<file path="src/rtl/yuv_rule_color_classifier_macros.svh">
// assertion macros for the yuv rule colour classifier
`ifndef YUV_RULE_COLOR_CLASSIFIER_MACROS_SVH
`define YUV_RULE_COLOR_CLASSIFIER_MACROS_SVH
// assertion that holds outside reset
`define YRC_ASSERT(label, prop, msg) \
  label: assert property (@(posedge clk) disable iff (!rst_n) prop) else $error(msg);
// assertion checked in every cycle including reset
`define YRC_ASSERT_ALWAYS(label, prop, msg) \
  label: assert property (@(posedge clk) prop) else $error(msg);
`endif

</file>
<file path="src/rtl/yrc_divider.sv">
// pipelined restoring divider, one quotient bit per stage
module yrc_divider #(
  parameter int unsigned NW = 32,
  parameter int unsigned DW = 24,
  parameter int unsigned QW = 12,
  parameter int unsigned TW = 32
) (
  input  logic          clk,
  input  logic          en,
  input  logic [NW-1:0] num,
  input  logic [DW-1:0] den,
  input  logic [TW-1:0] tag,
  output logic [QW-1:0] quo,
  output logic          ovf,
  output logic [TW-1:0] tag_out
);
  // numerator must be below den << QW for quotient without overflow;
  // the overflow flag marks quotients that need more than QW bits
  localparam int unsigned RW = DW + 1;
  logic [NW-1:0] n_r [QW+1];
  logic [RW-1:0] rem_r [QW+1];
  logic [DW-1:0] d_r [QW+1];
  logic [QW-1:0] q_r [QW+1];
  logic [TW-1:0] t_r [QW+1];
  logic          o_r [QW+1];

  always_comb begin
    n_r[0]   = num;
    d_r[0]   = den;
    t_r[0]   = tag;
    q_r[0]   = '0;
    // overflow when num >> QW >= den
    o_r[0]   = (NW > QW) ? ((num >> QW) >= NW'(den)) : 1'b0;
    rem_r[0] = RW'(num >> QW);
  end

  genvar s;
  generate
    for (s = 0; s < QW; s++) begin : g_st
      logic [RW-1:0] cand;
      logic          take;
      always_comb begin
        cand = {rem_r[s][RW-2:0], n_r[s][QW-1-s]};
        take = cand >= RW'(d_r[s]);
      end
      always_ff @(posedge clk) begin
        if (en) begin
          rem_r[s+1] <= take ? cand - RW'(d_r[s]) : cand;
          q_r[s+1]   <= {q_r[s][QW-2:0], take};
          n_r[s+1]   <= n_r[s];
          d_r[s+1]   <= d_r[s];
          t_r[s+1]   <= t_r[s];
          o_r[s+1]   <= o_r[s];
        end
      end
    end
  endgenerate

  assign quo     = q_r[QW];
  assign ovf     = o_r[QW];
  assign tag_out = t_r[QW];
endmodule

</file>
<file path="config.mk">
export PLATFORM = sky130hd
export DESIGN_NAME = yrc_divider
export DESIGN_NICKNAME = d
export VERILOG_FILES = /design/src/rtl/yuv_rule_color_classifier_macros.svh /design/src/rtl/yrc_divider.sv
export SDC_FILE = /design/constraint.sdc
export NUM_CORES = 1
export LEC_CHECK = 0
export ABC_AREA = 1
export BUFFER_PORTS_ARGS = -buffer_cell sky130_fd_sc_hd__buf_2
export CAP_MARGIN = 20
export CORE_MARGIN = 10
export CORE_UTILIZATION = 47
export DETAILED_ROUTE_END_ITERATION = 8
export HOLD_SLACK_MARGIN = 0.1
export PLACE_DENSITY = 0.65
export SLEW_MARGIN = 20
export SYNTH_ARGS = -nofsm -noshare
export SYNTH_HDL_FRONTEND = slang
export SYNTH_SLANG_ARGS = --single-unit
</file>
<file path="constraint.sdc">
create_clock -name clk -period 2 [get_ports clk]
set_clock_uncertainty 0.2 [all_clocks]
set_input_delay 0.3 -clock clk [delete_from_list [all_inputs] [get_ports clk]]
set_output_delay 0.3 -clock clk [all_outputs]
set_load 0.02 [all_outputs]
</file>
**After elaboration in Yosys (flattened, before gate mapping)**

Index checks and enable logic that the tools add are counted.

- Flip-flop bits (word level): 1,068
- Bits of input ports: 90
- Output and inout bits: 45
- Logic and storage cells: 105

- Add/sub/neg operators: 11
- Magnitude comparators: 13
- Multiplexer cells: 11

Operators with widths:

| operator | count |
|---|---|
| $ge A25 B24 Y1 | 11 |
| $mux W24 | 10 |
| $sub A24 B24 Y24 | 10 |
| $ge A20 B24 Y1 | 1 |
| $ge A21 B24 Y1 | 1 |
| $sub A21 B24 Y24 | 1 |
| $mux W21 | 1 |

**Logic depth before layout (Yosys ltp)**

- Depth in word-level cells: 2
- Gate-level depth with buffers: 15
- Depth with buffers taken out: 15

**Least setup slack after synthesis**

No wires, ideal clock.

- Path kind: reg2reg
- From: register d_r[264] (netlist bit)
- To: register rem_r, in the netlist g_st[2].cand[17] (data pin)
- Library setup time: 253 ps
- Arrival: 1,766 ps
- Data required time: 1,547 ps
- Setup slack: -219 ps
- Cell stages (with the launch flop): 11
- Path buffers: 0
- Period minus slack after synthesis: 2,219 ps
- Cell sequence: edfxtp_1 -> ha_1 -> fa_1 -> inv_1 -> a21oi_1 -> o21ai_0 -> nand2_1 -> nand3_1 -> nand2_1 -> nand2_1 -> nand2_1

- Cells in the longest elaborated chain, start to end: 2
- Elaborated cells between the ends (all ways): 3
- Those cells by class: add/sub (1); order compare (1); mux (1)

Ends and longest elaborated chain:

| what | line | text |
|---|---|---|
| start: declaration | yrc_divider.sv:22 | `logic [DW-1:0] d_r [QW+1];` |
| start signal: indexed assignment | yrc_divider.sv:51 | `d_r[s+1] <= d_r[s];` |
| $sub A24 B24 Y24 or $ge A25 B24 Y1 (tied branches) | yrc_divider.sv:48, yrc_divider.sv:44 |  |
| $mux W24 (*) | yrc_divider.sv:48 | `rem_r[s+1] <= take ? cand - RW'(d_r[s]) : cand;` |
| end signal: indexed assignment | yrc_divider.sv:48 |  |
| end: declaration | yrc_divider.sv:21 | `logic [RW-1:0] rem_r [QW+1];` |

Every way passes the cells marked *; elsewhere a longest branch is shown, timed or not.
A chain may end at the register's enable or synchronous reset.

**Worst setup path after layout**

- From: register rem_r, in the netlist g_st[3].cand[23]
- To: register q_r[96] (netlist bit) (data pin)

- Cells in the longest elaborated chain, start to end: 1

Ends and longest elaborated chain:

| what | line | text |
|---|---|---|
| $ge A25 B24 Y1 | yrc_divider.sv:44 | `take = cand >= RW'(d_r[s]);` |
| end signal: indexed assignment | yrc_divider.sv:49 | `q_r[s+1] <= {q_r[s][QW-2:0], take};` |
| end: declaration | yrc_divider.sv:23 | `logic [QW-1:0] q_r [QW+1];` |

Every way passes these cells.

==> results.md <==
* Syn_nets at between 6000 and 7000
* Run status: finished, violations left
* DR pass1 iterations at 5
* Period utilization at 1.24
* Largest net degree at the start of global routing at between 60 and 70
* Total number of vias at ~50000
* Overflow after GRT at 0
* Share of layout cells above drive strength 1 at 0.395
* Initial antenna violation count at 2
* Die H at ~370 um
* Min-delay worst type: input pin to flip-flop
* Total CTS buffers at 110
* Global Route Usage Sum at 0.244
* Commonest non-fill, non-tap cell in the layout: nand2_1
* Unique masters post-synth at 40
* Commonest non-fill, non-tap cells in the layout: nand2_1 (1710), buf_4 (1537), edfxtp_1 (1068)
* CP Max Fanout at 8
* Clock Latency Late Sink at between 0.7 and 0.8 ns
* Worst R2R End: q_r[96]
* Fin. Hold Viols at 0
* Worst Setup Path Type: flip-flop to flip-flop
* Final ANT Viol Nets at 0
* Yosys warns at 0
* Syn avg cell area at around 9.0 sq um
* Type of origin of the critical path: flip-flop
* Register-to-Register Path Depth at 10
* Max Slew Vio Count at 0
* Flop-to-flop setup slack at -0.48 ns
* Fin nets at around 9000
* Relative slew slack at 0.730
* FF-to-FF Start: g_st[3].cand[23]
* Number of H-tree levels at 3
* Post-Syn Area at between 50000 and 60000 sq um
* Number of synthesized flops with an enable pin at 1068
* P_leak at approximately 41 nW
* Number of vias per cell at about 5
* Post-synth ARST share at 0
* Placeable Area at 124000 sq um
* Buffers added on ports at 134
* Final Wtd Congestion at roughly 0.96
* Initial core utilization at 0.473
* Critical-path cell list: ha_4 -> inv_4 -> nor2_4 -> inv_2 -> o21a_1 -> nand2_2 -> a21oi_4 -> nand3_4 -> buf_12 -> buf_6
* Die area at 139000 sq um
* Fmax at a little over 0.4 GHz
* Vias in the first global route at around 49000
* Inst Count DP at roughly 9500
* Post-Syn Instances at around 6500
* IO Count at ~140
* RSZ-0062 raised after global routing: yes
* DRC viols at 0
* Yosys reg bits at around 1100
* P&R area growth vs syn at 48.2%
* Number of DRC markers in iteration 0 at ~3900
* Critical path origin: g_st[3].cand[23]
* Most common flop cell mapped by yosys: edfxtp_1
* CTS max path bufs at 3
* Cell area after layout at approximately 87000 sq um
* Worst-Margin Slew at 0.404 ns
* Row cnt at 129
* Final worst slack at -0.484 ns
* Critical-path top delay cell: edfxtp_1
* Routed WL at roughly 180 mm
* DP HPWL at 132 mm
* Non-Filler Instances at about 10000
* Final setup viols at ~280
* Wire per inst at between 15 and 20 um
* CP arrival at ~2.8 ns
* Clk slew on worst S/H paths at 0.06 ns
* Failing checks: setup timing
* Critical Path Sink Type: flip-flop
* Worst hold slack at 0.0895 ns
* Root Driver: clkbuf_16
* Clock Sink Count at between 1000 and 1500
* Max stage delay on crit path at around 0.54 ns
* # fillers at between 9000 and 10000
* First-pass GRT wire length at approximately 270 mm
* Data required time at the worst endpoint at 2.27 ns
* Max_cap viols at 0
* Pwr Density at 1280 nW/um^2
* Cell Area, Placed at ~75000 sq um
* Tot Pwr at about 110 mW
* Post-synthesis sequential area ratio at 0.548
* Peak supply drop at slightly below 0.9 mV
* Final min period at around 2.5 ns
* Die width at around 370 um
* Crit path to: q_r[96]
* CTS tree: done
[cell usage after synthesis, types with 31 or more instances]
library cell / number / area (sq um)
ha_1: 305 / 3820
edfxtp_1: 1068 / 32100
nand3_1: 286 / 1430
nand4_1: 321 / 2010
nor2_1: 312 / 1170
inv_1: 1256 / 4710
xor2_1: 102 / 893
buf_2: 45 / 225
nor3_1: 31 / 155
buf_4: 45 / 338
nand2_1: 2354 / 8840
a21oi_1: 141 / 706
[metal layers]
layer	global-route usage	wire length, um	vias to the layer above
li1	-	-	25000
met1	0.323	77500	23600
met2	0.415	87000	1381
met3	0.0307	9690	320
met4	0.0767	5820	0
met5	0	0	-
[registers in the layout, summed over array words and instances, names as in the netlist]
| register | cells |
|---|---|
| d_r | 264 |
| quo | 12 |
| tag_out | 32 |
| t_r | 352 |
| q_r | 66 |
| g_st.cand | 275 |
| o_r | 11 |
| n_r | 55 |
| ovf | 1 |
[worst min path at each step]
| stage | from | endpoint | slack (ns) | cells after the start |
|---|---|---|---|---|
| global placement | t_r[232] | t_r[200] | 0.20 | 0 |
| global route | num[12] | g_st[1].cand[2] | 0.11 | 4 |
| CTS | den[13] | d_r[277] | 0.10 | 3 |
| floorplan | den[0] | d_r[264] | 0.20 | 0 |
| detailed placement | n_r[128] | n_r[96] | 0.20 | 0 |
| finish | num[25] | g_st[1].cand[15] | 0.09 | 5 |
[worst max-delay path: cells and delay by family (launching register included)]
family / cells / cell delay, ns
fa+ha+maj: 1 / 0.32
flops: 1 / 0.54
compound gates: 2 / 0.32
simple gates: 3 / 0.30
buf+inv: 4 / 0.49
[report_power, final]
part	internal, mW	switching (mW)
Clock	12.0	9.12
Sequential	29.5	3.01
Combinational	27.4	29.7
[cell families after synthesis]
| logic type | count (synthesis) | synth area share |
|---|---|---|
| compound gates | 197 | 0.0197 |
| xor+xnor | 115 | 0.0172 |
| fa+ha+maj | 316 | 0.0689 |
| buf+inv | 1392 | 0.0959 |
| flops | 1068 | 0.548 |
| simple gates | 3417 | 0.251 |
[what timing repair did]
item | 4_1_cts | 5_1_grt
cloned | 24 | 15
buffers inserted | 199 | 116
hold buffers | 132 | 31
resized for setup | 578 | 677
endpoints found under the hold margin | 624 | 29
pin swaps | 228 | 314
setup endpoints to repair | 251 | 277
[stage by stage]
step / setup TNS [ns] / util / setup WS, ns
final: -101.59 / 0.701 / -0.484
after global routing: -121.71 / 0.701 / -0.572
after CTS: -83.61 / 0.674 / -0.411
after detailed placement: -97.70 / 0.603 / -0.463
after global placement: -93.64 / 0.603 / -0.471
after floorplan: -14.01 / - / -0.0749
[layout make-up]
| type | count | area, sq um | share of cell area |
|---|---|---|---|
| Sequential cell | 1068 | 32100 | 0.370 |
| Multi-Input combinational cell | 4046 | 27500 | 0.317 |
| Timing Repair Buffer | 1976 | 16600 | 0.191 |
| Inverter | 1264 | 4770 | 0.0549 |
| Clock buffer | 125 | 2810 | 0.0324 |
| Tap cell | 1637 | 2050 | 0.0236 |
| Clock inverter | 81 | 942 | 0.0109 |
| Antenna cell | 1 | 2.50 | 0.0000288 |
No activity file was read; power rests on OpenSTA's default activity.
